===== config.mk =====
export PLATFORM = sky130hd
export DESIGN_NAME = round_robin_time_slice_scheduler
export DESIGN_NICKNAME = d
export VERILOG_FILES = /design/src/rtl/rrts_pkg.sv /design/src/rtl/round_robin_time_slice_scheduler.sv /design/src/rtl/rrts_front.sv /design/src/rtl/rrts_queue.sv /design/src/rtl/rrts_back.sv
export SDC_FILE = /design/constraint.sdc
export NUM_CORES = 1
export LEC_CHECK = 0
export BUFFER_PORTS_ARGS = -buffer_cell sky130_fd_sc_hd__buf_2
export CAP_MARGIN = 0
export CORE_MARGIN = 10
export CORE_UTILIZATION = 35
export CTS_BUF_LIST = sky130_fd_sc_hd__clkbuf_8
export DETAILED_ROUTE_END_ITERATION = 8
export GPL_TIMING_DRIVEN = 0
export PLACE_DENSITY = 0.6
export SETUP_SLACK_MARGIN = 0.2
export SYNTH_ARGS = -nofsm -noshare
export SYNTH_HDL_FRONTEND = slang
export SYNTH_SLANG_ARGS = --single-unit

===== constraint.sdc =====
create_clock -name i_clk -period 5.8 [get_ports i_clk]
set_input_delay 0.58 -clock i_clk [delete_from_list [all_inputs] [get_ports i_clk]]
set_output_delay 0.58 -clock i_clk [all_outputs]
set_load 0.02 [all_outputs]

===== src/rtl/rrts_pkg.sv =====
`timescale 1ns / 1ps
// ----------------------------------------------------------------------------
// rrts_pkg
// Shared types, codes and sizes for the round-robin time-slice scheduler.
// ----------------------------------------------------------------------------
package rrts_pkg;

    // table and id sizing
    localparam int MAX_PROCESSES = 16;
    localparam int ID_WIDTH      = 16;
    localparam int SLOT_W        = (MAX_PROCESSES > 1) ? $clog2(MAX_PROCESSES) : 1;
    localparam int CNT_W         = $clog2(MAX_PROCESSES + 1);

    // fixed field widths of the command and result beats
    localparam int OP_W       = 2;
    localparam int PID_W      = 16;
    localparam int IDX_W      = 4;
    localparam int SLICE_W    = 16;
    localparam int STATUS_W   = 2;

    localparam logic [SLICE_W-1:0] SLICE_RESET = 16'd10;

    // command queue between front and back
    localparam int QUEUE_DEPTH = 2;
    localparam int QPTR_W      = (QUEUE_DEPTH > 1) ? $clog2(QUEUE_DEPTH) : 1;
    localparam int QCNT_W      = $clog2(QUEUE_DEPTH + 1);

    // operation codes
    localparam logic [OP_W-1:0] OP_ADD        = 2'd0;
    localparam logic [OP_W-1:0] OP_TICK       = 2'd1;
    localparam logic [OP_W-1:0] OP_MARK_WAIT  = 2'd2;
    localparam logic [OP_W-1:0] OP_MARK_READY = 2'd3;

    // slot status codes
    localparam logic [1:0] ST_READY   = 2'd0;
    localparam logic [1:0] ST_RUNNING = 2'd1;
    localparam logic [1:0] ST_WAITING = 2'd2;

    // result status codes
    localparam logic [STATUS_W-1:0] RES_OK     = 2'd0;
    localparam logic [STATUS_W-1:0] RES_FULL   = 2'd1;
    localparam logic [STATUS_W-1:0] RES_UNUSED = 2'd2;

    // job kinds after classification
    typedef logic [1:0] t_kind;
    localparam t_kind KIND_ADD  = 2'd0;
    localparam t_kind KIND_TICK = 2'd1;
    localparam t_kind KIND_MARK = 2'd2;

    typedef struct packed {
        logic [OP_W-1:0]  operation;
        logic [PID_W-1:0] process_id;
        logic [IDX_W-1:0] slot_index;
    } t_cmd;

    typedef struct packed {
        logic                switched;
        logic [PID_W-1:0]    running_id;
        logic [IDX_W-1:0]    running_slot;
        logic [PID_W-1:0]    previous_id;
        logic                had_previous;
        logic [IDX_W-1:0]    assigned_slot;
        logic [STATUS_W-1:0] status;
    } t_result;

    typedef struct packed {
        t_kind               kind;
        logic [1:0]          mark_status;
        logic [ID_WIDTH-1:0] pid;
        logic [IDX_W-1:0]    slot;
    } t_job;

endpackage


===== src/rtl/round_robin_time_slice_scheduler.sv =====
`timescale 1ns / 1ps
// ----------------------------------------------------------------------------
// round_robin_time_slice_scheduler
// Round-robin process scheduler with a per-process time slice.
// Commands pass through the front holding register, the job queue and the
// back end job register before the result register; a tick that ends a slice
// also runs the slot search, which checks one slot per cycle, and on a switch the id load.
// The back end takes a new job only once the last one has retired; the
// receiver cannot stall, results are strobed for one cycle on o_done.
// Reset (synchronous, active low) empties the table, the queue and the
// current process and sets slice_length to 10.
// ----------------------------------------------------------------------------
module round_robin_time_slice_scheduler import rrts_pkg::*; (
    input  logic               i_clk,
    input  logic               i_rst_n,
    input  logic               start,
    input  t_cmd               i_cmd,
    output logic               busy,
    input  logic               i_cfg_valid,
    input  logic [SLICE_W-1:0] i_cfg_data,
    output logic               o_cfg_ready,
    output logic               o_done,
    output t_result            o_result
);

    logic [SLICE_W-1:0] r_slice_length;
    logic               push;
    t_job               front_job;
    logic               q_full;
    logic               q_valid;
    t_job               q_job;
    logic               q_pop;

    // slice length register
    assign o_cfg_ready = 1'b1;

    always_ff @(posedge i_clk) begin
        if (!i_rst_n) begin
            r_slice_length <= SLICE_RESET;
        end else if (i_cfg_valid && o_cfg_ready) begin
            r_slice_length <= i_cfg_data;
        end
    end

    // command decode
    rrts_front u_front (
        .i_clk    (i_clk),
        .i_rst_n  (i_rst_n),
        .start    (start),
        .i_cmd    (i_cmd),
        .busy     (busy),
        .o_push   (push),
        .o_job    (front_job),
        .i_q_full (q_full)
    );

    // job queue
    rrts_queue u_queue (
        .i_clk   (i_clk),
        .i_rst_n (i_rst_n),
        .i_push  (push),
        .i_job   (front_job),
        .o_full  (q_full),
        .i_pop   (q_pop),
        .o_valid (q_valid),
        .o_job   (q_job)
    );

    // table and scheduling
    rrts_back u_back (
        .i_clk          (i_clk),
        .i_rst_n        (i_rst_n),
        .i_job_valid    (q_valid),
        .i_job          (q_job),
        .o_job_pop      (q_pop),
        .i_slice_length (r_slice_length),
        .o_done         (o_done),
        .o_result       (o_result)
    );

endmodule


===== src/rtl/rrts_front.sv =====
`timescale 1ns / 1ps
// ----------------------------------------------------------------------------
// rrts_front
// Takes command beats, decodes them into jobs and hands them to the queue.
// ----------------------------------------------------------------------------
module rrts_front import rrts_pkg::*; (
    input  logic i_clk,
    input  logic i_rst_n,
    input  logic start,
    input  t_cmd i_cmd,
    output logic busy,
    output logic o_push,
    output t_job o_job,
    input  logic i_q_full
);

    logic r_valid;
    logic n_valid;
    t_job r_job;
    t_job n_job;
    logic accept;

    // holding register stalls only when the queue is full
    assign busy   = r_valid && i_q_full;
    assign accept = start && !busy;
    assign o_push = r_valid;
    assign o_job  = r_job;

    // classify the command
    always_comb begin
        n_job             = r_job;
        n_job.pid         = ID_WIDTH'(i_cmd.process_id);
        n_job.slot        = i_cmd.slot_index;
        n_job.mark_status = ST_READY;
        case (i_cmd.operation)
            OP_ADD: begin
                n_job.kind = KIND_ADD;
            end
            OP_TICK: begin
                n_job.kind = KIND_TICK;
            end
            OP_MARK_WAIT: begin
                n_job.kind        = KIND_MARK;
                n_job.mark_status = ST_WAITING;
            end
            OP_MARK_READY: begin
                n_job.kind        = KIND_MARK;
                n_job.mark_status = ST_READY;
            end
            default: begin
                n_job.kind = KIND_TICK;
            end
        endcase
    end

    // holding register occupancy
    always_comb begin
        n_valid = r_valid;
        if (accept) begin
            n_valid = 1'b1;
        end else if (r_valid && !i_q_full) begin
            n_valid = 1'b0;
        end
    end

    always_ff @(posedge i_clk) begin
        if (!i_rst_n) begin
            r_valid <= 1'b0;
        end else begin
            r_valid <= n_valid;
        end
    end

    always_ff @(posedge i_clk) begin
        if (accept) begin
            r_job <= n_job;
        end
    end

endmodule


===== src/rtl/rrts_queue.sv =====
`timescale 1ns / 1ps
// ----------------------------------------------------------------------------
// rrts_queue
// Short job queue that lets the front and back stall independently.
// ----------------------------------------------------------------------------
module rrts_queue import rrts_pkg::*; (
    input  logic i_clk,
    input  logic i_rst_n,
    input  logic i_push,
    input  t_job i_job,
    output logic o_full,
    input  logic i_pop,
    output logic o_valid,
    output t_job o_job
);

    t_job              r_q [QUEUE_DEPTH];
    logic [QPTR_W-1:0] r_wp;
    logic [QPTR_W-1:0] r_rp;
    logic [QCNT_W-1:0] r_cnt;
    logic [QPTR_W-1:0] n_wp;
    logic [QPTR_W-1:0] n_rp;
    logic [QCNT_W-1:0] n_cnt;
    logic              do_push;
    logic              do_pop;

    assign o_full  = (r_cnt == QCNT_W'(QUEUE_DEPTH));
    assign o_valid = (r_cnt != '0);
    assign o_job   = r_q[r_rp];
    assign do_push = i_push && !o_full;
    assign do_pop  = i_pop && o_valid;

    // pointer and fill level update
    always_comb begin
        n_wp  = r_wp;
        n_rp  = r_rp;
        n_cnt = r_cnt;
        if (do_push) begin
            n_wp = (r_wp == QPTR_W'(QUEUE_DEPTH - 1)) ? '0 : r_wp + QPTR_W'(1);
        end
        if (do_pop) begin
            n_rp = (r_rp == QPTR_W'(QUEUE_DEPTH - 1)) ? '0 : r_rp + QPTR_W'(1);
        end
        case ({do_push, do_pop})
            2'b10:   n_cnt = r_cnt + QCNT_W'(1);
            2'b01:   n_cnt = r_cnt - QCNT_W'(1);
            default: n_cnt = r_cnt;
        endcase
    end

    always_ff @(posedge i_clk) begin
        if (!i_rst_n) begin
            r_wp  <= '0;
            r_rp  <= '0;
            r_cnt <= '0;
        end else begin
            r_wp  <= n_wp;
            r_rp  <= n_rp;
            r_cnt <= n_cnt;
        end
    end

    // entry storage
    always_ff @(posedge i_clk) begin
        if (do_push) begin
            r_q[r_wp] <= i_job;
        end
    end

endmodule


===== src/rtl/rrts_back.sv =====
`timescale 1ns / 1ps
// ----------------------------------------------------------------------------
// rrts_back
// Executes jobs against the process table: adds, marks, ticks and the
// circular search for the next ready slot, one slot per cycle.
// ----------------------------------------------------------------------------
module rrts_back import rrts_pkg::*; (
    input  logic               i_clk,
    input  logic               i_rst_n,
    input  logic               i_job_valid,
    input  t_job               i_job,
    output logic               o_job_pop,
    input  logic [SLICE_W-1:0] i_slice_length,
    output logic               o_done,
    output t_result            o_result
);

    localparam logic [2:0] S_IDLE = 3'd0;
    localparam logic [2:0] S_EXEC = 3'd1;
    localparam logic [2:0] S_SCAN = 3'd2;
    localparam logic [2:0] S_SWAP = 3'd3;
    localparam logic [2:0] S_LOAD = 3'd4;

    // control state
    logic [2:0]          r_state,   n_state;
    logic [CNT_W-1:0]    r_count,   n_count;
    logic [SLOT_W-1:0]   r_cur,     n_cur;
    logic                r_have,    n_have;
    logic [SLICE_W-1:0]  r_slice,   n_slice;
    logic [SLOT_W-1:0]   r_ptr,     n_ptr;
    logic [CNT_W-1:0]    r_left,    n_left;
    logic [SLOT_W-1:0]   r_found,   n_found;
    logic [1:0]          r_stat [MAX_PROCESSES];
    logic [1:0]          n_stat [MAX_PROCESSES];
    logic                r_done,    n_done;

    // payload state
    t_job                r_job,     n_job;
    logic [ID_WIDTH-1:0] r_run_id,  n_run_id;
    logic                r_sw,      n_sw;
    logic                r_hadp,    n_hadp;
    logic [ID_WIDTH-1:0] r_prev,    n_prev;
    t_result             r_res,     n_res;

    // id memory
    logic [ID_WIDTH-1:0] r_ids [MAX_PROCESSES];
    logic [ID_WIDTH-1:0] r_rd_data;
    logic [SLOT_W-1:0]   rd_addr;
    logic                mem_we;
    logic [SLOT_W-1:0]   wr_addr;

    // scan helpers
    logic [CNT_W-1:0]    ptr_inc;
    logic [SLOT_W-1:0]   ptr_next;
    logic [SLOT_W-1:0]   stat_addr;
    logic [1:0]          stat_rd;

    // per-beat result fields
    logic                e_emit;
    logic                e_sw;
    logic                e_hadp;
    logic [ID_WIDTH-1:0] e_prev;
    logic [CNT_W-1:0]    e_assigned;
    logic [STATUS_W-1:0] e_status;

    assign o_job_pop = (r_state == S_IDLE) && i_job_valid;
    assign o_done    = r_done;
    assign o_result  = r_res;

    // next slot in circular order within the used part of the table
    assign ptr_inc   = CNT_W'(r_ptr) + CNT_W'(1);
    assign ptr_next  = (ptr_inc == r_count) ? '0 : SLOT_W'(ptr_inc);
    assign stat_addr = (r_state == S_SWAP) ? r_cur : ptr_next;
    assign stat_rd   = r_stat[stat_addr];

    // job sequencer
    always_comb begin
        n_state    = r_state;
        n_count    = r_count;
        n_cur      = r_cur;
        n_have     = r_have;
        n_slice    = r_slice;
        n_ptr      = r_ptr;
        n_left     = r_left;
        n_found    = r_found;
        n_stat     = r_stat;
        n_job      = r_job;
        n_run_id   = r_run_id;
        n_sw       = r_sw;
        n_hadp     = r_hadp;
        n_prev     = r_prev;
        rd_addr    = '0;
        mem_we     = 1'b0;
        wr_addr    = SLOT_W'(r_count);
        e_emit     = 1'b0;
        e_sw       = 1'b0;
        e_hadp     = 1'b0;
        e_prev     = '0;
        e_assigned = '0;
        e_status   = RES_OK;
        case (r_state)
            S_IDLE: begin
                if (i_job_valid) begin
                    n_job   = i_job;
                    n_state = S_EXEC;
                end
            end
            S_EXEC: begin
                case (r_job.kind)
                    KIND_ADD: begin
                        e_emit = 1'b1;
                        if (r_count == CNT_W'(MAX_PROCESSES)) begin
                            e_status = RES_FULL;
                        end else begin
                            mem_we          = 1'b1;
                            n_stat[wr_addr] = ST_READY;
                            e_assigned      = r_count;
                            n_count         = r_count + CNT_W'(1);
                        end
                    end
                    KIND_MARK: begin
                        e_emit = 1'b1;
                        if (32'(r_job.slot) < 32'(r_count)) begin
                            n_stat[SLOT_W'(r_job.slot)] = r_job.mark_status;
                        end else begin
                            e_status = RES_UNUSED;
                        end
                    end
                    KIND_TICK: begin
                        if (!r_have) begin
                            if (r_count == '0) begin
                                e_emit   = 1'b1;
                                e_status = RES_UNUSED;
                            end else begin
                                // first tick starts slot 0
                                n_cur     = '0;
                                n_have    = 1'b1;
                                n_stat[0] = ST_RUNNING;
                                n_slice   = i_slice_length;
                                n_sw      = 1'b1;
                                n_hadp    = 1'b0;
                                n_prev    = '0;
                                rd_addr   = '0;
                                n_state   = S_LOAD;
                            end
                        end else if (r_slice != '0) begin
                            e_emit  = 1'b1;
                            n_slice = r_slice - SLICE_W'(1);
                        end else begin
                            n_ptr   = r_cur;
                            n_left  = r_count - CNT_W'(1);
                            n_state = S_SCAN;
                        end
                    end
                    default: begin
                        e_emit = 1'b1;
                    end
                endcase
            end
            S_SCAN: begin
                if (r_left == '0) begin
                    // nobody else ready: keep running, reload the slice
                    e_emit  = 1'b1;
                    n_slice = i_slice_length;
                end else if (stat_rd == ST_READY) begin
                    n_found = ptr_next;
                    n_state = S_SWAP;
                end else begin
                    n_ptr  = ptr_next;
                    n_left = r_left - CNT_W'(1);
                end
            end
            S_SWAP: begin
                // displaced slot goes back to ready only if still running
                if (stat_rd == ST_RUNNING) begin
                    n_stat[r_cur] = ST_READY;
                end
                n_stat[r_found] = ST_RUNNING;
                n_sw            = 1'b1;
                n_hadp          = 1'b1;
                n_prev          = r_run_id;
                n_cur           = r_found;
                n_slice         = i_slice_length;
                rd_addr         = r_found;
                n_state         = S_LOAD;
            end
            S_LOAD: begin
                n_run_id = r_rd_data;
                e_emit   = 1'b1;
                e_sw     = r_sw;
                e_hadp   = r_hadp;
                e_prev   = r_prev;
            end
            default: begin
                n_state = S_IDLE;
            end
        endcase
        if (e_emit) begin
            n_state = S_IDLE;
        end
        n_done = e_emit;
    end

    // result beat from the state after the job
    always_comb begin
        n_res               = r_res;
        n_res.switched      = e_sw;
        n_res.running_id    = n_have ? PID_W'(n_run_id) : '0;
        n_res.running_slot  = n_have ? IDX_W'(n_cur) : '0;
        n_res.previous_id   = PID_W'(e_prev);
        n_res.had_previous  = e_hadp;
        n_res.assigned_slot = IDX_W'(e_assigned);
        n_res.status        = e_status;
    end

    // control registers
    always_ff @(posedge i_clk) begin
        if (!i_rst_n) begin
            r_state <= S_IDLE;
            r_count <= '0;
            r_cur   <= '0;
            r_have  <= 1'b0;
            r_slice <= '0;
            r_ptr   <= '0;
            r_left  <= '0;
            r_found <= '0;
            r_done  <= 1'b0;
            for (int i = 0; i < MAX_PROCESSES; i++) begin
                r_stat[i] <= ST_READY;
            end
        end else begin
            r_state <= n_state;
            r_count <= n_count;
            r_cur   <= n_cur;
            r_have  <= n_have;
            r_slice <= n_slice;
            r_ptr   <= n_ptr;
            r_left  <= n_left;
            r_found <= n_found;
            r_done  <= n_done;
            r_stat  <= n_stat;
        end
    end

    // payload registers
    always_ff @(posedge i_clk) begin
        r_job    <= n_job;
        r_run_id <= n_run_id;
        r_sw     <= n_sw;
        r_hadp   <= n_hadp;
        r_prev   <= n_prev;
        if (e_emit) begin
            r_res <= n_res;
        end
    end

    // id memory, registered read
    always_ff @(posedge i_clk) begin
        if (mem_we) begin
            r_ids[wr_addr] <= r_job.pid;
        end
        r_rd_data <= r_ids[rd_addr];
    end

endmodule

# [Yosys cells after proc, flatten, opt, wreduce, memory -nomap -nowiden]
# Memories as Yosys holds them, arrays and structs flattened. A register that Yosys moved wholly into a read port is not among the register bits.
# Index checks and enable logic that the tools add are counted.
[totals] reg_bits=198 mem_bits_rw=304 input_bits=42 out_inout_bits=47 word_cells=250 n_memories=2
[mem_list] name="u_back.r_ids" depth=16 word_bits=16 rd=1 rd_clocked_by_memory_dff=1 write_ports=1 line="rrts_back.sv:46" rtl="logic [ID_WIDTH-1:0] r_ids [MAX_PROCESSES];"
[mem_list] name="u_queue.r_q" depth=2 word_bits=24 rd=1 rd_clocked_by_memory_dff=1 write_ports=1 line="rrts_queue.sv:17" rtl="t_job r_q [QUEUE_DEPTH];"
[op_classes] n_addsub=9 magnitude_cmp=10 n_eq_ne=34 n_mux=96 bitwise=18 n_reduce_logical=36
[op_table] cell="16-bit two-way mux" count=9
[op_table] cell="32-bit two-way mux" count=4
[op_table] cell="32-bit AND" count=2
[op_table] cell="32-bit inverter" count=2
[op_table] cell="32-bit one-hot mux with 2 select lines" count=1
[op_table] cell="30-bit one-hot mux with 2 select lines" count=1
[op_table] cell="16-bit one-hot mux with 3 select lines" count=1
[op_table] cell="4-bit two-way mux" count=11
[op_table] cell="32-bit bitwise mux" count=1
[op_table] cell="2-bit demux with 4-bit select" count=4
[op_table] cell="16-bit one-hot mux with 2 select lines" count=1
[op_table] cell="1-bit two-way mux" count=27
[op_table] cell="5-bit greater-or-equal comparator, second input constant" count=5
[op_table] cell="5-bit two-way mux" count=5
[op_table] cell="4-bit inverter with 5-bit output" count=5
[op_table] cell="2-bit two-way mux" count=12
[op_table] cell="3-bit two-way mux" count=7
[op_table] cell="5-bit by 1-bit < comparator with 1-bit output, second input constant" count=4
[op_table] cell="2-bit one-hot mux with 3 select lines" count=3
[op_table] cell="16-bit AND" count=1
[op_table] cell="16-bit inverter" count=1
[op_table] cell="16-bit OR" count=1
[op_table] cell="4-bit one-hot mux with 2 select lines" count=2
[op_table] cell="16-bit nonzero test" count=1
[op_table] cell="43 further kinds" count=92

# [Longest topological paths before layout]
[logic_depth] word_depth=13 depth_mapped=12 ltp_nobuf=11

# [Modules after synthesis]
# A second synthesis with hierarchy kept.
[unflattened] cells_unflattened=1846 area_unflattened_um2=23166.0
[modules_own_cells] mod="rrts_back" n_inst=1 cells_per_inst=1660 area_per_inst_um2=19817.8 seq_area_each_um2=12381.9
[modules_own_cells] mod="rrts_queue" n_inst=1 cells_per_inst=101 area_per_inst_um2=1965.6 seq_area_each_um2=1541.5
[modules_own_cells] mod="rrts_front" n_inst=1 cells_per_inst=32 area_per_inst_um2=760.7 seq_area_each_um2=710.7
[modules_own_cells] mod="round_robin_time_slice_scheduler" n_inst=1 cells_per_inst=53 area_per_inst_um2=621.8 seq_area_each_um2=320.3

# [Worst setup path after synthesis]
# No wires, ideal clock.
[synth_timing] path_type="register to register" start="register u_back.r_state[1]" end="register u_queue.r_cnt[1]" setup_time_ps=70 arrival_time_ps=4227 t_required_ps=5730 slack_ps=1502 path_stages_with_launch=7 path_buffers=2 period_less_slack_ps=4298 cell_sequence="dfxtp_1 > buf_2 > clkbuf_1 > nor4_1 > ha_1 > or3_1 > a21oi_1"
[synth_via] elab_chain_cells=5 word_cells_on_any_way=7 cone_classes="eq/ne (2); mux (1); reduce/logical (4)"
[synth_rtl] item="start: declaration" line="rrts_back.sv:25" rtl="logic [2:0] r_state, n_state;"
[synth_rtl] item="start signal: assignment" line="rrts_back.sv:232" rtl="r_state <= n_state;"
[synth_rtl] item="3-bit zero test (*)" line="rrts_back.sv:66" rtl="assign o_job_pop = (r_state == S_IDLE) && i_job_valid;"
[synth_rtl] item="1-bit logical AND (*)" line="rrts_back.sv:66"
[synth_rtl] item="via q_pop" line="round_robin_time_slice_scheduler.sv:32" rtl="logic q_pop;"
[synth_rtl] item="1-bit logical AND (*)" line="rrts_queue.sv:31" rtl="assign do_pop = i_pop && o_valid;"
[synth_rtl] item="2-bit by 1-bit equality test with 1-bit output / 2-bit equality test (equally long branches)" line="rrts_queue.sv:44" rtl="case ({do_push, do_pop})"
[synth_rtl] item="2-bit one-hot mux with 2 select lines / 2-bit nonzero test (equally long branches)"
[synth_rtl] item="end signal: assignment" line="rrts_queue.sv:59" rtl="r_cnt <= n_cnt;"
[synth_rtl] item="end: declaration" line="rrts_queue.sv:20" rtl="logic [QCNT_W-1:0] r_cnt;"
# Mark *: on every way through the listed nets, which the timed path passes. The rest lies on a longest branch.
# A chain may end at the register's enable or synchronous reset.

# [Worst setup path after layout]
[layout_timing] start="register u_back.r_ptr[1]" end="register u_back.r_stat[30] (netlist bit)"
[layout_via] elab_chain_cells=13
[layout_rtl] item="start: declaration" line="rrts_back.sv:30" rtl="logic [SLOT_W-1:0] r_ptr, n_ptr;"
[layout_rtl] item="start signal: assignment" line="rrts_back.sv:237" rtl="r_ptr <= n_ptr;"
[layout_rtl] item="4-bit by 1-bit adder with 5-bit output (*)" line="rrts_back.sv:71" rtl="assign ptr_inc = CNT_W'(r_ptr) + CNT_W'(1);"
[layout_rtl] item="5-bit equality test" line="rrts_back.sv:72" rtl="assign ptr_next = (ptr_inc == r_count) ? '0 : SLOT_W'(ptr_inc);"
[layout_rtl] item="4-bit two-way mux (*)" line="rrts_back.sv:72"
[layout_rtl] item="4-bit two-way mux (*)" line="rrts_back.sv:73" rtl="assign stat_addr = (r_state == S_SWAP) ? r_cur : ptr_next;"
[layout_rtl] item="4-bit inverter with 5-bit output (not written as such) (*)" line="rrts_back.sv:74" rtl="assign stat_rd = r_stat[stat_addr];"
[layout_rtl] item="2-bit binary-select mux with 4-bit select (*)" line="rrts_back.sv:74"
[layout_rtl] item="2-bit two-way mux (not written as such) (*) (2 in series)" line="rrts_back.sv:74"
[layout_rtl] item="2-bit by 1-bit equality test with 1-bit output (*)" line="rrts_back.sv:175" rtl="if (stat_rd == ST_RUNNING) begin"
[layout_rtl] item="32-bit two-way mux (*)" line="rrts_back.sv:175"
[layout_rtl] item="32-bit two-way mux (*)" line="rrts_back.sv:101" rtl="case (r_state)"
[layout_rtl] item="16-bit OR (no source line) (*)"
[layout_rtl] item="32-bit one-hot mux with 2 select lines (*)" line="rrts_back.sv:101"
[layout_rtl] item="end signal: assignment" line="rrts_back.sv:241" rtl="r_stat <= n_stat;"
[layout_rtl] item="end: declaration" line="rrts_back.sv:33" rtl="logic [1:0] r_stat [MAX_PROCESSES];"
# Every way passes the cells marked *; elsewhere a longest branch is shown, timed or not. The select of a mux whose other input is x is not followed.

==> flow_summary_export.csv <==
group,metric,value,unit
yosys,ys.flop_type,"edfxtp_1",
clock_tree,cts_htree_levels,3,
setup_path,startpoint_type,"register",
placed_design,port_buffers,85,
setup_path,crit_slowest_cell,"a211oi_2",
layout,final.fill_count,5968,
routing,wl,64630,um
routing,drc_errors,0,
floorplanning,design.die.area,0.07496,mm^2
layout,nets,2028,
sta,finClkSkew,52.75,ps
sta,worst_slack,2095,ps
yosys,synth_nets,1838,
min_path,min_path_type,"input pin to register",
sta,finalHoldViolCount,0,
grt,grt_pass1_vias,15556,
yosys,synthCells,1781,
routing,wl_per_cell,22.41,um
yosys,synth-edff-count,409,
setup_path,critPathMaxFanout,9,
clock_tree,worst_skew_pair.late_latency,700,ps
placed_design,place_hpwl,45580,um
grt,grt_max_degree,38,
layout,syn_to_final_growth,14.87,%
placed_design,dp.cells,2724,
job,cap_viol_max_count,0,
setup_path,crit_required,6390,ps
clock_tree,clk_pin_slew_worst_paths,60,ps
clock_tree,root_buffer,"clkbuf_8",
routing,drt_iter0_drc,1398,
sta,timing.hold.ws,89.14,ps
sta,worst_pin_slew,1301,ps
sta,drv_slew,0,
floorplanning,io-pin-count,89,
yosys,syn_area,0.02254,mm^2
routing,drt.antenna.violating_nets,0,
yosys,synthDistinctLibCells,89,
yosys,yosysWarnings,0,
grt,grt_antenna_before_repair,1,
setup_path,crit_chain,"ha_1 -> xor2_2 -> o211a_1 -> o211ai_2 -> nor2_1 -> o221ai_1 -> nand3b_1 -> a211oi_2 -> a211oi_1 -> o21a_1",
routing,drt_first_pass_iters,6,
routing,vias_per_cell,5.350,
pwr,p_per_area,370.1,mW/mm^2
floorplanning,core_area,0.06343,mm^2
sta,fin_crit_sh,63.88,%
setup_path,cp_num_buf_inv,0,
setup_path,end_kind,"register",
grt,grt_pass1_wl,96720,um
placed_design,gp_congestion,0.9018,
placed_design,postPlaceCellArea,0.02425,mm^2
clock_tree,clock-sinks,537,
floorplanning,die_x,273.8,um
routing,num_vias,15429,
layout,mostFrequentLayoutCell,"edfxtp_1",
clock_tree,cts_inserted_buffers,91,
clock_tree,postCtsSetupBuffers,0,
floorplanning,fp.dieH,273.8,um
setup_path,crit_arrival,4300,ps
clock_tree,postCtsHoldBufs,0,
layout,fin_area,0.02590,mm^2
grt,grtUsageTotal,16.93,%
layout,final_util,40.83,%
yosys,ys_seq_elements,537,
yosys,ys_seq_area_share,65.85,%
sta,setup_viol,0,
setup_path,path_delay_family,"compound AO/OA/AOI/OAI gates",
clock_tree,cts.repair.resized,0,
clock_tree,clock_path_buffers,3,
pwr,peakVddDrop,0.0001844,V
floorplanning,start_util,35.54,%
sta,maxSlewHeadroom,12.94,%
layout,final_cell_mix,"edfxtp_1 (409), nor2_1 (152), a21oi_1 (146), dfxtp_1 (128), buf_2 (99)",
pwr,leakage,8.947,nW
setup_path,cpPeakStageDelay,600,ps
layout,post_layout_nonfiller_instances,2884,
clock_tree,cts_tree,"yes",
yosys,avgSynthCellArea,12.66,um^2
yosys,async_flop_share,0,%
layout,layout-drive-gt1-share,17.77,%
setup_path,path_class,"register to register",
floorplanning,rows,92,
sta,period_minus_slack,3705,ps
grt,grt-ovfl-total,0,
placed_design,pre_cts_slack,1936,ps
status,status,"finished, final reports clean",
sta,rsz0062_at_grt,"no",
sta,max_freq,269.9,MHz
## synthesized netlist by cell type (all sizes together) (15+ instances only)
library cell,instances,area (um^2)
dfxtp,128,2562
o21ai,81,405.4
inv,46,172.7
mux2i,72,720.7
buf,27,130.1
mux2,88,991.0
a211oi,19,147.6
nor2,168,630.6
clkbuf,83,312.8
ha,15,187.7
o31ai,21,157.7
nand3,45,235.2
edfxtp,409,12280
o221ai,20,175.2
nor2b,29,181.4
nand2,93,349.1
nor3,30,155.1
a221oi,24,210.2
a31oi,40,250.2
a21oi,149,764.5
and2,39,244.0
## stage by stage
step / power, mW / setup TNS [ps]
after CTS: 9.673 / 0
after floorplan: 5.863 / 0
final: 9.586 / 0
after detailed placement: 6.562 / 0
after global routing: 10.01 / 0
after global placement: 6.494 / -420.9
## report_power, final
group	internal [mW]	switching [mW]	total, mW
combinational	0.401	0.833	1.23
sequential	4.79	0.454	5.24
clock	1.59	1.52	3.11
total	6.78	2.80	9.59
## worst register-to-register path: stages (launching register included)
cell	delay [ps]
dfxtp_1	370
ha_1	360
xor2_2	570
o211a_1	280
o211ai_2	290
nor2_1	340
o221ai_1	190
nand3b_1	270
a211oi_2	600
a211oi_1	170
o21a_1	200
## cell type report
cell class	instances	area, um^2	share of cell area, %
Clock inverter	61	290.3	1.121
Timing Repair Buffer	97	596.8	2.305
Buffer	110	442.9	1.710
Inverter	48	180.2	0.6957
Sequential cell	537	14840	57.32
Clock buffer	98	1349	5.208
Multi-Input combinational cell	1086	7133	27.54
Tap cell	846	1059	4.087
Antenna cell	1	2.502	0.009663
## cells by family (layout without fill, tap and decap cells)
kind of cell	count (synthesis)	count (layout)	share of synthesized area, %
DFF	537	537	65.85
and+or+nand+nor	467	467	10.11
AOI/OAI and AO/OA	429	429	12.26
muxes	160	160	7.592
buffers and inverters	158	414	2.764
adders and majority gates	15	15	0.8325
xor gates and xnor gates	14	14	0.5772
other	1	2	0.01663
## worst paths after layout
| path | cells after the start | start | end | slack (ps) |
|---|---|---|---|---|
| worst max-delay path | 10 | u_back.r_ptr[1]$_SDFFE_PN0P_ | u_back.r_stat[30]$_SDFFE_PN0P_ | 2090 |
| worst min-delay path | 1 | i_cmd[12] | u_front.o_job[12]$_DFFE_PP_ | 90 |
| worst min register to register | 0 | u_front.o_job[21]$_DFFE_PP_ | u_queue.r_q[0][21]$_DFFE_PP_ | 430 |
| worst max register to register | 10 | u_back.r_ptr[1]$_SDFFE_PN0P_ | u_back.r_stat[30]$_SDFFE_PN0P_ | 2090 |
## state kept, by name, indices dropped and copies added, names as in the netlist, 23 cells and up
register,count
u_back.o_result,44
u_back.r_job,23
u_queue.r_q,46
u_back.r_ids,256
u_front.o_job,23
u_back.r_stat,32
## layer usage
metal  vias to the layer above  GRT usage (%)  part of all wire [%]
met5                         -              0                     0
met4                         0          7.459                   3.7
met3                       145          2.769                   6.1
met2                       588          27.26                    47
met1                      7605          22.19                    43
li1                       7091              -                     -
No activity file was read; power rests on OpenSTA's default activity.
